$ cat src/rtl/core/spo_pkg.sv
// Package for the spiral-order matrix reader.
// Holds sizes, codes, beat structs and small helpers shared by all modules.
// No dependencies.
package spo_pkg;

   // Matrix limits and element width.
   localparam int MAX_ROWS    = 16;
   localparam int MAX_COLUMNS = 16;
   localparam int DATA_WIDTH  = 32;

   // Index widths into the store; the store is row-major with MAX_COLUMNS per row.
   localparam int ROW_BITS    = $clog2(MAX_ROWS);
   localparam int COL_BITS    = $clog2(MAX_COLUMNS);
   localparam int ADDR_BITS   = ROW_BITS + COL_BITS;
   localparam int STORE_DEPTH = MAX_ROWS * MAX_COLUMNS;

   // Dimension registers and element counters.
   localparam int DIM_WIDTH   = 5;
   localparam int COUNT_WIDTH = $clog2(STORE_DEPTH + 1);

   // Control port.
   localparam int CSR_INDEX_WIDTH = 2;
   localparam logic [CSR_INDEX_WIDTH-1:0] CSR_ROW_COUNT    = 2'd0;
   localparam logic [CSR_INDEX_WIDTH-1:0] CSR_COLUMN_COUNT = 2'd1;

   // Request codes.
   localparam logic REQ_WRITE = 1'b0;
   localparam logic REQ_READ  = 1'b1;

   typedef struct packed {
      logic                         req_type;
      logic signed [DATA_WIDTH-1:0] element_value;
   } req_beat_type;

   typedef struct packed {
      logic signed [DATA_WIDTH-1:0] spiral_value;
      logic                         last_element;
      logic                         exhausted;
   } rsp_beat_type;

   // What the walker tells the datapath about the current beat.
   typedef struct packed {
      logic [ADDR_BITS-1:0] wr_addr;
      logic [ADDR_BITS-1:0] rd_addr;
      logic                 exhausted;
      logic                 last;
      logic                 in_range;
   } walk_view_type;

   // Clamp a dimension to 1..limit.
   function automatic logic [DIM_WIDTH-1:0] clamp_dim(input logic [DIM_WIDTH-1:0] dim,
                                                      input logic [DIM_WIDTH-1:0] limit);
      logic [DIM_WIDTH-1:0] result;
      if (dim == '0) begin
         result = DIM_WIDTH'(1);
      end else if (dim > limit) begin
         result = limit;
      end else begin
         result = dim;
      end
      return result;
   endfunction

endpackage

$ cat src/rtl/core/spo_walk.sv
// Position tracking for the spiral-order matrix reader: dimension registers,
// row-major load pointer and the spiral walker. Depends on spo_pkg.
module spo_walk
   import spo_pkg::*;
(
   input  logic                       clock,
   input  logic                       reset,
   input  logic                       csr_write,
   input  logic [CSR_INDEX_WIDTH-1:0] csr_index,
   input  logic [DIM_WIDTH-1:0]       csr_data,
   input  logic                       load_beat,
   input  logic                       read_beat,
   output walk_view_type              view
);

   localparam logic [DIM_WIDTH-1:0] ROW_LIMIT = DIM_WIDTH'(MAX_ROWS);
   localparam logic [DIM_WIDTH-1:0] COL_LIMIT = DIM_WIDTH'(MAX_COLUMNS);

   logic [DIM_WIDTH-1:0]   row_count_ff, row_count_in;
   logic [DIM_WIDTH-1:0]   column_count_ff, column_count_in;
   logic [ROW_BITS-1:0]    load_row_ff, load_row_in;
   logic [COL_BITS-1:0]    load_col_ff, load_col_in;
   logic [DIM_WIDTH-1:0]   cur_row_ff, cur_row_in;
   logic [DIM_WIDTH-1:0]   cur_col_ff, cur_col_in;
   logic [DIM_WIDTH-1:0]   hsteps_ff, hsteps_in;
   logic [DIM_WIDTH-1:0]   vsteps_ff, vsteps_in;
   logic [DIM_WIDTH-1:0]   run_ff, run_in;
   logic                   horiz_ff, horiz_in;
   logic                   reverse_ff, reverse_in;
   logic [COUNT_WIDTH-1:0] emitted_ff, emitted_in;

   logic [DIM_WIDTH-1:0]   rows_eff, cols_eff;
   logic [DIM_WIDTH-1:0]   rows_next, cols_next;
   logic [COUNT_WIDTH-1:0] total;
   logic [COUNT_WIDTH-1:0] emitted_inc;
   logic [DIM_WIDTH-1:0]   steps;
   logic [DIM_WIDTH:0]     run_inc;
   logic                   dir_horiz, dir_reverse;
   logic                   exhausted;
   logic                   csr_hit;

   // Of the control writes, only one to one of the two dimension registers restarts anything.
   assign csr_hit = csr_write &&
                    (csr_index == CSR_ROW_COUNT || csr_index == CSR_COLUMN_COUNT);

   // Effective dimensions, now and after a pending register write.
   always_comb begin
      rows_eff  = clamp_dim(row_count_ff, ROW_LIMIT);
      cols_eff  = clamp_dim(column_count_ff, COL_LIMIT);
      rows_next = clamp_dim(row_count_in, ROW_LIMIT);
      cols_next = clamp_dim(column_count_in, COL_LIMIT);
      total     = COUNT_WIDTH'(rows_eff) * COUNT_WIDTH'(cols_eff);
   end

   // Dimension registers.
   always_comb begin
      row_count_in    = row_count_ff;
      column_count_in = column_count_ff;
      if (csr_write && csr_index == CSR_ROW_COUNT) begin
         row_count_in = csr_data;
      end
      if (csr_write && csr_index == CSR_COLUMN_COUNT) begin
         column_count_in = csr_data;
      end
   end

   // Row-major load pointer. It wraps to the top-left after the last element.
   always_comb begin
      load_row_in = load_row_ff;
      load_col_in = load_col_ff;
      if (csr_hit) begin
         load_row_in = '0;
         load_col_in = '0;
      end else if (load_beat) begin
         if ((DIM_WIDTH'(load_col_ff) + DIM_WIDTH'(1)) == cols_eff) begin
            load_col_in = '0;
            if ((DIM_WIDTH'(load_row_ff) + DIM_WIDTH'(1)) == rows_eff) begin
               load_row_in = '0;
            end else begin
               load_row_in = load_row_ff + ROW_BITS'(1);
            end
         end else begin
            load_col_in = load_col_ff + COL_BITS'(1);
         end
      end
   end

   assign exhausted   = emitted_ff >= total;
   assign emitted_inc = emitted_ff + COUNT_WIDTH'(1);
   assign steps       = horiz_ff ? hsteps_ff : vsteps_ff;
   assign run_inc     = {1'b0, run_ff} + (DIM_WIDTH + 1)'(1);

   // Spiral walker: one step per read until all elements are emitted; a turn at the end of each run.
   always_comb begin
      cur_row_in  = cur_row_ff;
      cur_col_in  = cur_col_ff;
      hsteps_in   = hsteps_ff;
      vsteps_in   = vsteps_ff;
      run_in      = run_ff;
      horiz_in    = horiz_ff;
      reverse_in  = reverse_ff;
      emitted_in  = emitted_ff;
      dir_horiz   = horiz_ff;
      dir_reverse = reverse_ff;
      if (csr_hit || load_beat) begin
         // Any write to a dimension register, and any load beat, restarts the traversal from the top-left corner.
         cur_row_in = '0;
         cur_col_in = '0;
         hsteps_in  = cols_next;
         vsteps_in  = rows_next - DIM_WIDTH'(1);
         run_in     = '0;
         horiz_in   = 1'b1;
         reverse_in = 1'b0;
         emitted_in = '0;
      end else if (read_beat && !exhausted) begin
         emitted_in = emitted_inc;
         if (run_inc < {1'b0, steps}) begin
            run_in = run_inc[DIM_WIDTH-1:0];
         end else begin
            run_in = '0;
            if (horiz_ff) begin
               if (hsteps_ff != '0) begin
                  hsteps_in = hsteps_ff - DIM_WIDTH'(1);
               end
            end else begin
               if (vsteps_ff != '0) begin
                  vsteps_in = vsteps_ff - DIM_WIDTH'(1);
               end
            end
            dir_horiz   = !horiz_ff;
            dir_reverse = dir_horiz ? !reverse_ff : reverse_ff;
            horiz_in    = dir_horiz;
            reverse_in  = dir_reverse;
         end
         if (dir_horiz) begin
            cur_col_in = dir_reverse ? cur_col_ff - DIM_WIDTH'(1) : cur_col_ff + DIM_WIDTH'(1);
         end else begin
            cur_row_in = dir_reverse ? cur_row_ff - DIM_WIDTH'(1) : cur_row_ff + DIM_WIDTH'(1);
         end
      end
   end

   // State registers.
   always_ff @(posedge clock) begin
      if (reset) begin
         row_count_ff    <= DIM_WIDTH'(1);
         column_count_ff <= DIM_WIDTH'(1);
         load_row_ff     <= '0;
         load_col_ff     <= '0;
         cur_row_ff      <= '0;
         cur_col_ff      <= '0;
         hsteps_ff       <= DIM_WIDTH'(1);
         vsteps_ff       <= '0;
         run_ff          <= '0;
         horiz_ff        <= 1'b1;
         reverse_ff      <= 1'b0;
         emitted_ff      <= '0;
      end else begin
         row_count_ff    <= row_count_in;
         column_count_ff <= column_count_in;
         load_row_ff     <= load_row_in;
         load_col_ff     <= load_col_in;
         cur_row_ff      <= cur_row_in;
         cur_col_ff      <= cur_col_in;
         hsteps_ff       <= hsteps_in;
         vsteps_ff       <= vsteps_in;
         run_ff          <= run_in;
         horiz_ff        <= horiz_in;
         reverse_ff      <= reverse_in;
         emitted_ff      <= emitted_in;
      end
   end

   // Store addresses are row * MAX_COLUMNS + column.
   always_comb begin
      view.wr_addr   = {load_row_ff, load_col_ff};
      view.rd_addr   = {cur_row_ff[ROW_BITS-1:0], cur_col_ff[COL_BITS-1:0]};
      view.exhausted = exhausted;
      view.last      = emitted_inc == total;
      view.in_range  = (cur_row_ff < rows_eff) && (cur_col_ff < cols_eff);
   end

endmodule

$ cat config.mk
export PLATFORM = sky130hd
export DESIGN_NAME = spo_walk
export DESIGN_NICKNAME = d
export VERILOG_FILES = /design/src/rtl/core/spo_pkg.sv /design/src/rtl/core/spo_walk.sv
export SDC_FILE = /design/constraint.sdc
export NUM_CORES = 1
export LEC_CHECK = 0
export BUFFER_PORTS_ARGS = -buffer_cell sky130_fd_sc_hd__buf_2
export CAP_MARGIN = 20
export CORE_MARGIN = 5
export CORE_UTILIZATION = 55
export CTS_CLUSTER_SIZE = 16
export DETAILED_ROUTE_END_ITERATION = 16
export GPL_ROUTABILITY_DRIVEN = 0
export PLACE_DENSITY = 0.74
export SLEW_MARGIN = 10
export SYNTH_ARGS = -nofsm -noshare
export SYNTH_HDL_FRONTEND = slang
export SYNTH_SLANG_ARGS = --single-unit
export TNS_END_PERCENT = 30
$ cat constraint.sdc
create_clock -name clock -period 5.65 [get_ports clock]
set_input_delay 0.2825 -clock clock [delete_from_list [all_inputs] [get_ports clock]]
set_output_delay 0.2825 -clock clock [all_outputs]
set_load 0.1 [all_outputs]
# Word level (Yosys, flattened, before mapping)

Cells that the tools add are included.

Word-level logic and storage cells: 102
Output and inout port bits: 19
Register bits: 54

Reductions and logical operators: 28
Magnitude comparators: 8
Bitwise operators: 1
Eq/ne operators: 6
$mul: 1
Multiplexer cells: 33
$add $sub $neg: 13

Operator list:

| kind                  | count |
|---|---|
| $mux W5               | 24 |
| $sub A5 B1 Y5 const B | 5 |
| $gt A5 B5 Y1 const B  | 4 |
| $logic_not A5 Y1      | 4 |
| $add A4 B1 Y5 const B | 2 |
| $add A5 B1 Y5 const B | 2 |
| $eq A5 B5 Y1          | 2 |
| $lt A5 B5 Y1          | 2 |
| $reduce_bool A5 Y1    | 2 |
| $add A9 B1 Y9 const B | 1 |
| $eq A9 B9 Y1          | 1 |
| $ge A9 B9 Y1          | 1 |
| $mul A5 B5 Y9         | 1 |
| $add A4 B1 Y4 const B | 2 |
| $mux W4               | 2 |
| $reduce_and A4 Y1     | 2 |
| $reduce_bool A2 Y1    | 4 |
| $mux W1               | 7 |
| $add A5 B1 Y6 const B | 1 |
| $lt A6 B5 Y1          | 1 |
| $reduce_and A2 Y1     | 3 |
| $logic_and A1 B1 Y1   | 5 |
| $reduce_or A2 Y1      | 2 |
| $logic_not A1 Y1      | 3 |
| 6 further kinds       | 7 |

# Logic depth before layout (Yosys ltp)

Gate-level depths: netlist of the first run.

Word-level depth: 11
Gate-level depth with buffers: 22
Depth with buffers taken out: 20

# Worst setup path before layout of the first run

Ideal clock, no wire load.

Kind: register -> output
Start point: register row_count_ff[1]
End point: output port view[1] (netlist name)
Arrival: 6690 ps
Setup slack: -1323 ps
Buffers on the path: 0
Data required time: 5368 ps
Cell stages (with the launch flop): 15
Cells stage by stage: dfxtp_1 -> nor3_1 -> o21ai_1 -> or2_2 -> fa_1 -> fa_1 -> inv_1 -> fa_1 -> ha_1 -> a211oi_1 -> o21bai_1 -> a21oi_1 -> xor2_1 -> xnor2_1 -> nor4_1

RTL lines:

| what                   | line            | RTL |
|---|---|---|
| start, declared        | spo_walk.sv:19  | `logic [DIM_WIDTH-1:0] row_count_ff, row_count_in;` |
| start signal, assigned | spo_walk.sv:159 | `row_count_ff <= row_count_in;` |
| end, declared          | spo_walk.sv:13  | `output walk_view_type view` |

# Worst setup path after layout of the first run

Start point: register row_count_ff[2]
End point: register vsteps_ff[1]

Cells in the longest elaborated chain, start to end: 9
Elaborated cells on any way between the ends: 17
Those cells by class: 1 x add/sub; 1 x mul; 3 x order compare; 6 x mux; 6 x reduce/logical

Ends and longest elaborated chain:

| what                                | line            | RTL |
|---|---|---|
| $gt A5 B5 Y1                        | spo_pkg.sv:56   | `end else if (dim > limit) begin` |
| $mux W5                             | spo_pkg.sv:56   |  |
| $mux W5                             | spo_pkg.sv:54   | `if (dim == '0) begin` |
| $mul A5 B5 Y9                       | spo_walk.sv:52  | `total = COUNT_WIDTH'(rows_eff) * COUNT_WIDTH'(cols_eff);` |
| $ge A9 B9 Y1                        | spo_walk.sv:88  | `assign exhausted = emitted_ff >= total;` |
| $logic_not A1 Y1                    | spo_walk.sv:115 | `end else if (read_beat && !exhausted) begin` |
| $logic_and A1 B1 Y1                 | spo_walk.sv:115 |  |
| $reduce_bool A2 Y1 (no source line) | -               |  |
| $reduce_and A4 Y1 (no source line)  | -               |  |
| end signal, assigned                | spo_walk.sv:166 | `vsteps_ff <= vsteps_in;` |
| end, declared                       | spo_walk.sv:26  | `logic [DIM_WIDTH-1:0] vsteps_ff, vsteps_in;` |

Several ways; a longest one is shown, not always the timed one.
A chain may end at the register's enable or synchronous reset.

==> impl_metrics.tcl, run 1 <==
set metrics [dict create \
    cp_max_fo 15 \
    routed_wl_um 11100 \
    syn-instance-count 572 \
    grt_max_degree 29 \
    period_share_pct 95.3 \
    nets 670 \
    clockRootBuffer "clkbuf_8" \
    slew_headroom_pct 32.4 \
    clkTransAtPathRegs_ns 0.10 \
    num_antenna_cells 0 \
    synth_warnings 0 \
    endpoint_kind "register" \
    multi_input_area_um2 3460 \
    drive_gt1_share_pct 12.5 \
    synth_top_area_cell "dfxtp_1" \
    cts_tree "done" \
    syn_to_final_growth_pct 8.39 \
    h-tree-depth 2 \
    synth_edf_count 0 \
    slew_viol_final 0 \
    rows 34 \
    seqCellArea_um2 1080 \
    required_ns 5.90 \
    cts_made_buffers 5 \
    dieArea_um2 10600 \
    yosys.area.top_type_share_pct 22.7 \
    io_buffers 30 \
    clock_latency_ns 0.32 \
    timing.setup.tns_ns 0 \
    initial_core_util_pct 55.6 \
    setup.worst_path.start_class "register" \
    post-route-min-period_ns 5.38 \
    min_path_type "in2reg" \
    dieWidth_um 103 \
    grt.overflow.total 0 \
    leakagePower_nw 2.43 \
    wire_per_inst_um 15.7 \
    ys_seq_elements 54 \
    ir_drop_mv 0.103 \
    fin_skew_ns 0.00866 \
    dr.pass1.iters 5 \
    drv_cap 0 \
    setup_violations 0 \
    ys_seq_area_share_pct 22.7 \
    dp.cells 695 \
    rsz0062_at_grt "false" \
    grt_antenna_before_repair 0 \
    syn_area_per_cell_um2 8.31 \
    yosys-top-cells-area "dfxtp_1 23%, ha_1 13%, xor2_1 5.0%" \
    hold_buffers 0 \
    syn-cell-area_um2 4750 \
    n_fill_cell 775 \
    power_density_nw_per_um2 200 \
    drt_iter0_markers 229 \
    status "finished clean" \
    async_flop_share_pct 0 \
    ios 31 \
    fmax_mhz 186 \
    dp_hpwl_um 8700 \
    crit_type "reg2reg" \
    syn_nets 645 \
    core_um2 8550 \
    hold_violations 0 \
    clock_sinks 54 \
    vias_per_cell 5.90 \
    grt_pass1_vias 3910 \
    cp.arrival_ns 5.63 \
    dieHeight_um 103 \
    drc 0 \
    synth.distinct_cells 70 \
    synthFlopType "dfxtp_1" \
    grt_pass1_wl_um 18500 \
    final_common_cell "nor2_1" \
    final_cell_mix "58 x nor2_1, 54 x dfxtp_1, 50 x ha_1, 42 x nand2_1, 30 x inv_1" \
    antenna_left 0 \
    instances_no_fill 706 \
    worst_slew_pin_slew_ns 1.01 \
    track_usage_pct 21.7 \
    cts_max_path_buffers 2 \
    vias 4168 \
]
[metrics by stage]
step / setup WS, ns / area, um^2 / hold slack [ns] / total power, mW / util [%]
4_1_cts: 0.0200 / 5100 / 0.231 / 1.03 / 59.7
6_report: 0.268 / 5150 / 0.237 / 1.03 / 60.3
3_3_place_gp: 0.221 / 4980 / 0.466 / 0.754 / 58.3
5_1_grt: 0.00167 / 5150 / 0.258 / 1.08 / 60.3
3_5_place_dp: 0.0710 / 4980 / 0.463 / 0.762 / 58.3
2_1_floorplan: 0.376 / 4770 / 0.418 / 0.695 / -
[area by class of cell]
cell class | instances | share of cell area [%]
clock buffers | 5 | 1.34
clock inverters | 3 | 0.777
inverters | 30 | 2.18
multi-input cells | 463 | 67.1
flip-flops and latches | 54 | 21.0
well taps | 108 | 2.62
repair buffers | 43 | 5.00
[Yosys cell counts (all sizes together), types with 5 or more instances]
cell type / n
a21o: 13
a211oi: 5
nand2: 42
ha: 51
o21a: 5
and3: 14
clkbuf: 7
mux2i: 21
nor3: 19
nor2: 58
dfxtp: 54
nand2b: 6
nor4: 5
nand3: 26
nor2b: 8
or3: 5
a31oi: 6
o21ai: 20
buf: 18
nand4: 7
a21oi: 28
inv: 30
fa: 10
a21boi: 5
xnor2: 26
xor2: 27
[per-layer routing]
metal / track usage (%) / vias up / wire [um]
li1: - / 2078 / -
met1: 28.6 / 1970 / 5020
met2: 37.0 / 106 / 5430
met3: 3.18 / 14 / 510
met4: 5.58 / 0 / 146
met5: 0 / - / 0
[worst paths after layout]
kind | depth (start not counted) | slack [ns] | end | startpoint
setup / recovery | 19 | 0.27 | vsteps_ff[1]$_SDFFE_PP0P_ | row_count_ff[2]$_SDFF_PP0_
hold / removal | 3 | 0.24 | row_count_ff[4]$_SDFF_PP0_ | csr_data[4]
setup reg to reg | 19 | 0.27 | vsteps_ff[1]$_SDFFE_PP0P_ | row_count_ff[2]$_SDFF_PP0_
hold reg to reg | 2 | 0.48 | run_ff[1]$_SDFFE_PP0P_ | run_ff[1]$_SDFFE_PP0P_
[logic make-up after synthesis]
group,after synthesis,synth area share (%)
adder cells (fa/ha/maj),61,17.6
flip-flops,54,22.7
buffers and inverters,55,5.42
XOR/XNOR,54,10.2
AO/OA/AOI/OAI,113,16.3
AND/OR/NAND/NOR,214,23.2
multiplexers,21,4.42
[worst max-delay path: stages (launching register included)]
cell,delay [ns]
dfxtp_1,0.36
nor3_2,0.22
o21ai_1,0.13
or2_2,0.30
fa_1,0.49
fa_1,0.55
inv_1,0.05
fa_1,0.58
ha_4,0.23
a211oi_1,0.24
o21bai_1,0.10
a21oi_1,0.19
xor2_1,0.25
ha_1,0.31
a21oi_1,0.19
buf_6,0.20
and3_1,0.24
a31oi_2,0.20
or2_2,0.34
a21oi_1,0.15
[registers in the layout, summed over array words and instances, names as in the netlist]
register	cells
horiz_ff	1
vsteps_ff	5
reverse_ff	1
emitted_ff	9
cur_col_ff	5
row_count_ff	5
cur_row_ff	5
run_ff	5
column_count_ff	5
load_col_ff	4
load_row_ff	4
hsteps_ff	5
[power by group]
group,leakage (nW),switching (mW),internal [mW],total (mW)
combinational,1.94,0.225,0.120,0.344
sequential,0.438,0.0228,0.396,0.418
clock,0.0579,0.135,0.131,0.266
[repair_timing]
item	4_1_cts	5_1_grt
buffers inserted	1	2
resized for setup	0	10
setup endpoints to repair	1	37
pin swaps	1	4
Note: power is estimated with default switching activity, not from simulation.
==> inputs of run 2 (changes only) <==
--- a/config.mk
+++ b/config.mk
@@ -8,11 +8,11 @@
 export BUFFER_PORTS_ARGS = -buffer_cell sky130_fd_sc_hd__buf_2
 export CAP_MARGIN = 20
 export CORE_MARGIN = 5
-export CORE_UTILIZATION = 55
+export CORE_UTILIZATION = 45
 export CTS_CLUSTER_SIZE = 16
 export DETAILED_ROUTE_END_ITERATION = 16
 export GPL_ROUTABILITY_DRIVEN = 0
-export PLACE_DENSITY = 0.74
+export PLACE_DENSITY = 0.63
 export SLEW_MARGIN = 10
 export SYNTH_ARGS = -nofsm -noshare
 export SYNTH_HDL_FRONTEND = slang
==> run 2 against run 1 <==
Compared with the run above:
- fmax is 0.39% lower
- highest routed layer unchanged
- routed wire length grew 5.3%
- flip-flop and latch count unchanged
- setup slack got worse by 0.021 ns
- critical path type is now reg2out
- clock power is 6% higher
==> impl_metrics.tcl, run 2 (synthesis gave the netlist of run 1 again) <==
set metrics [dict create \
    status "finished clean" \
    pre_cts_ws_ns 0.212 \
    drc 0 \
    vias_per_cell 5.62 \
    setup.worst_path.start_class "register" \
    endpoint_kind "output pin" \
    dieArea_um2 12700 \
    cts_max_path_buffers 2 \
    cts_made_buffers 5 \
    cp_max_fo 5 \
    path_buf_inv 2 \
    final_cell_mix "58 x nor2_1, 54 x dfxtp_1, 50 x ha_1, 42 x nand2_1, 30 x inv_1" \
    seqCellArea_um2 1080 \
    grt_antenna_before_repair 0 \
    antenna_left 0 \
    dieHeight_um 113 \
    crit_type "reg2out" \
    track_usage_pct 18.8 \
    wl_met1_um 5740 \
    cts_tree "done" \
    multi_input_area_um2 3460 \
    syn_to_final_growth_pct 9.39 \
    timing.setup.tns_ns 0 \
    largest_register_ffs 9 \
    cp.arrival_ns 5.12 \
    drv_cap 0 \
    slowest_delay_ns 0.59 \
    period_share_pct 95.6 \
    crit_chain "nor3_2 -> o21ai_1 -> or2_2 -> fa_1 -> fa_1 -> inv_1 -> fa_1 -> ha_4 -> a21oi_1 -> xor2_1 -> ha_1 -> a21oi_2 -> and2_1 -> o21ai_0 -> a21o_1 -> a21o_1 -> a21o_1 -> buf_6" \
    max_flop_register "emitted_ff" \
    rows 37 \
    fin_area_um2 5200 \
    wl_met3_um 450 \
    leakagePower_nw 2.44 \
    nets 671 \
    hold_violations 0 \
    grt_pass1_wl_um 19800 \
    post-route-util_pct 50.4 \
    ios 31 \
    dr.pass1.iters 4 \
    grt_max_degree 29 \
    slew_headroom_pct 36.6 \
    core_um2 10300 \
    dp_hpwl_um 9010 \
    initial_core_util_pct 46.1 \
    wl_met2_um 5370 \
    min_path_type "in2reg" \
    clock_latency_ns 0.33 \
    vias 4131 \
    num_antenna_cells 0 \
    slew_viol_final 0 \
    worst_slew_pin_slew_ns 0.945 \
    routed_wl_um 11700 \
    drt_iter0_markers 241 \
    clockRootBuffer "clkbuf_8" \
    hold_buffers 0 \
    setup_slack_ns 0.247 \
    fmax_mhz 185 \
    n_fill_cell 1024 \
    power_density_nw_per_um2 202 \
    rsz0062_at_grt "true" \
    wire_per_inst_um 15.9 \
    fin_skew_ns 0.0130 \
    final_common_cell "nor2_1" \
    required_ns 5.37 \
    clock_sinks 54 \
    post-route-min-period_ns 5.40 \
    grt.overflow.total 0 \
    place_area_um2 5030 \
    top_layer_used "met4" \
    drive_gt1_share_pct 12.5 \
    clkTransAtPathRegs_ns 0.11 \
    dieWidth_um 113 \
    grt_pass1_vias 4041 \
    cpMaxStageDelayCell "fa_1" \
    h-tree-depth 2 \
    setup_violations 0 \
    crit_family "adder cells" \
    whs_ns 0.224 \
    ir_drop_mv 0.115 \
    io_buffers 30 \
]
run 2: report_power, final:
part / internal, mW / switching (mW) / leakage (nW)
Sequential: 0.396 / 0.0229 / 0.438
Clock: 0.133 / 0.148 / 0.0585
Combinational: 0.120 / 0.232 / 1.94
run 2: worst reg2reg max path: stages, from the launching register on:
cell      delay [ns]
dfxtp_1         0.35
nor3_2          0.21
o21ai_1         0.10
or2_2           0.29
fa_1            0.52
fa_1            0.55
inv_1           0.06
fa_1            0.59
ha_4            0.23
a211oi_1        0.21
o21bai_1        0.10
a21oi_1         0.17
xor2_1          0.24
ha_1            0.31
nand3_1         0.12
a21o_1          0.09
o31a_1          0.14
buf_4           0.19
and2_1          0.36
a31oi_1         0.15
o22a_1          0.22
run 2: final timing paths:
path,end,slack [ns],cells after the start,from
worst max-delay path,view[2],0.25,18,row_count_ff[3]$_SDFF_PP0_
worst min-delay path,row_count_ff[4]$_SDFF_PP0_,0.22,3,csr_data[4]
worst max register to register,hsteps_ff[3]$_SDFFE_PP0P_,0.35,20,row_count_ff[3]$_SDFF_PP0_
worst min register to register,run_ff[1]$_SDFFE_PP0P_,0.48,2,run_ff[1]$_SDFFE_PP0P_
run 2: metal layers:
layer	track usage (%)	vias up
met1	26.3	1950
met2	30.3	85
met5	0	-
met3	2.89	11
met4	4.81	0
li1	-	2085
run 2: through the flow:
| stage | power [mW] | std cells |
|---|---|---|
| after detailed placement | 0.770 | 725 |
| after CTS | 1.06 | 733 |
| after floorplan | 0.695 | 572 |
| after global placement | 0.766 | 725 |
| after global routing | 1.11 | 735 |
| final | 1.05 | 735 |
run 2: repair_timing:
item / in CTS / in global routing
resized for setup: 1 / 5
endpoints found under the setup margin: 1 / 25
pin swaps: 0 / 4
cloned: 0 / 0
hold endpoints to repair: 0 / 0
buffers inserted: 0 / 1
run 2: cell type report:
cell class	instances	share of cell area (%)
Sequential cell	54	20.8
Tap cell	136	3.27
Clock inverter	3	0.842
Inverter	30	2.17
Timing Repair Buffer	44	5.17
Clock buffer	5	1.32
Multi-Input combinational cell	463	66.4
==> inputs of run 3 (changes only) <==
--- a/config.mk
+++ b/config.mk
@@ -12,7 +12,7 @@
 export CTS_CLUSTER_SIZE = 16
 export DETAILED_ROUTE_END_ITERATION = 16
 export GPL_ROUTABILITY_DRIVEN = 0
-export PLACE_DENSITY = 0.63
+export PLACE_DENSITY = 0.6
 export SLEW_MARGIN = 10
 export SYNTH_ARGS = -nofsm -noshare
 export SYNTH_HDL_FRONTEND = slang
==> constraint.sdc (replaced) <==
create_clock -name clock -period 6.3 [get_ports clock]
set_input_delay 0.315 -clock clock [delete_from_list [all_inputs] [get_ports clock]]
set_output_delay 0.315 -clock clock [all_outputs]
set_load 0.1 [all_outputs]
==> run 3 against run 2 <==
Compared with the run above:
- setup slack improved by 0.25 ns
- routed wire length shrank 0.32%
- sequential share of layout area up 0.37 points
- first-iteration DRC count grew 32%
- clock power shrank 22%
- worst hold slack gained 0.038 ns
- design area fell by 1.8%
- clock skew is 0.0024 ns lower
==> impl_metrics.tcl, run 3 (synthesis gave the netlist of run 1 again) <==
set metrics [dict create \
    status "finished clean" \
    cts_max_path_buffers 2 \
    io_buffers 30 \
    wire_per_inst_um 16.0 \
    slew_headroom_pct 37.9 \
    vias_per_cell 5.61 \
    cts_made_buffers 5 \
    clock_latency_ns 0.33 \
    post_cts_resized 0 \
    grt_pass1_wl_um 19600 \
    clkTransAtPathRegs_ns 0.12 \
    syn_to_final_growth_pct 7.47 \
    nets 665 \
    vias 4093 \
    instances_no_fill 729 \
    ios 31 \
    clock_sinks 54 \
    min_path_type "in2reg" \
    dp.cells 721 \
    required_ns 6.57 \
    hold_buffers 0 \
    setup_slack_ns 0.494 \
    routed_wl_um 11700 \
    cts_setup_buffers 0 \
    cp.arrival_ns 6.07 \
    track_usage_pct 18.6 \
    rsz0062_at_grt "false" \
    setup.worst_path.start_class "register" \
    fin_area_um2 5110 \
    grt_pass1_vias 4002 \
    clockRootBuffer "clkbuf_8" \
    num_antenna_cells 0 \
    worst_slew_pin_slew_ns 0.928 \
    cpMaxStageDelayCell "fa_1" \
    dieWidth_um 113 \
    endpoint_kind "register" \
    crit_chain "inv_1 -> o21ai_1 -> or2_2 -> fa_1 -> fa_1 -> inv_1 -> fa_1 -> ha_1 -> o21ai_0 -> o21bai_1 -> a21oi_1 -> xor2_1 -> ha_1 -> a21o_1 -> a21oi_1 -> and3_1 -> a31oi_2 -> or2_2 -> a21oi_1" \
    drt_iter0_markers 319 \
    final_cell_mix "58 x nor2_1, 54 x dfxtp_1, 51 x ha_1, 42 x nand2_1" \
    drive_gt1_share_pct 11.0 \
    pre_cts_ws_ns 0.569 \
    initial_core_util_pct 46.1 \
    power_density_nw_per_um2 176 \
    post-route-util_pct 49.5 \
    rows 37 \
    slowest_delay_ns 0.55 \
    crit_family "adder cells" \
    dieArea_um2 12700 \
    largest_register_ffs 9 \
    path_buf_inv 2 \
    cts_tree "done" \
    cp_max_fo 11 \
    place_area_um2 5020 \
    ff2ff_setup_slack_ns 0.49 \
    grt.overflow.total 0 \
    antenna_left 0 \
    p_total_mw 0.897 \
    drv_cap 0 \
    max_flop_register "emitted_ff" \
    fin_skew_ns 0.0106 \
    grt_antenna_before_repair 0 \
    core_um2 10300 \
    grt_max_degree 24 \
    h-tree-depth 2 \
    setup_violations 0 \
    hold_violations 0 \
    period_share_pct 92.2 \
    slew_viol_final 0 \
    whs_ns 0.262 \
    final_common_cell "nor2_1" \
    fmax_mhz 172 \
    dr.pass1.iters 5 \
    ir_drop_mv 0.131 \
    timing.setup.tns_ns 0 \
    crit_type "reg2reg" \
    leakagePower_nw 2.40 \
    dp_hpwl_um 9140 \
    drc 0 \
    dieHeight_um 113 \
    post-route-min-period_ns 5.81 \
]
run 3: cell types whose count changed in the layout (fill, tap and decap cells not counted), sizes merged:
cell,delta
buf,-6
bufinv,-1
clkinvlp,+1
run 3: final timing paths:
kind,from,end,cells after the start
worst min register to register,run_ff[1]$_SDFFE_PP0P_,run_ff[1]$_SDFFE_PP0P_,2
worst min-delay path,csr_data[4],row_count_ff[4]$_SDFF_PP0_,3
worst max-delay path,row_count_ff[4]$_SDFF_PP0_,vsteps_ff[1]$_SDFFE_PP0P_,19
worst max register to register,row_count_ff[4]$_SDFF_PP0_,vsteps_ff[1]$_SDFFE_PP0P_,19
run 3: cell type report:
type,count,area [um^2]
Clock buffer,5,68.8
Clock inverter,3,25.0
Fill cell,1009,5210
Inverter,30,113
Multi-Input combinational cell,463,3420
Sequential cell,54,1080
Tap cell,136,170
Timing Repair Buffer,38,230
run 3: power by group:
part | internal (mW) | switching [mW] | leakage [nW] | total [mW]
Combinational | 0.102 | 0.202 | 1.92 | 0.304
Sequential | 0.355 | 0.0204 | 0.438 | 0.375
Clock | 0.0809 | 0.137 | 0.0447 | 0.218
run 3: tightest hold or removal path: cells and delay by family:
kind            cells  cell delay (ns)
simple gates        1             0.06
buf+inv             1             0.13
compound gates      1             0.05
run 3: routing by layer:
metal / vias to the layer above / GRT usage, % / wire [um]
met4: 0 / 5.37 / 242
met3: 19 / 3.42 / 563
li1: 2066 / - / -
met5: - / 0 / 0
met1: 1907 / 25.3 / 5500
met2: 101 / 30.2 / 5360
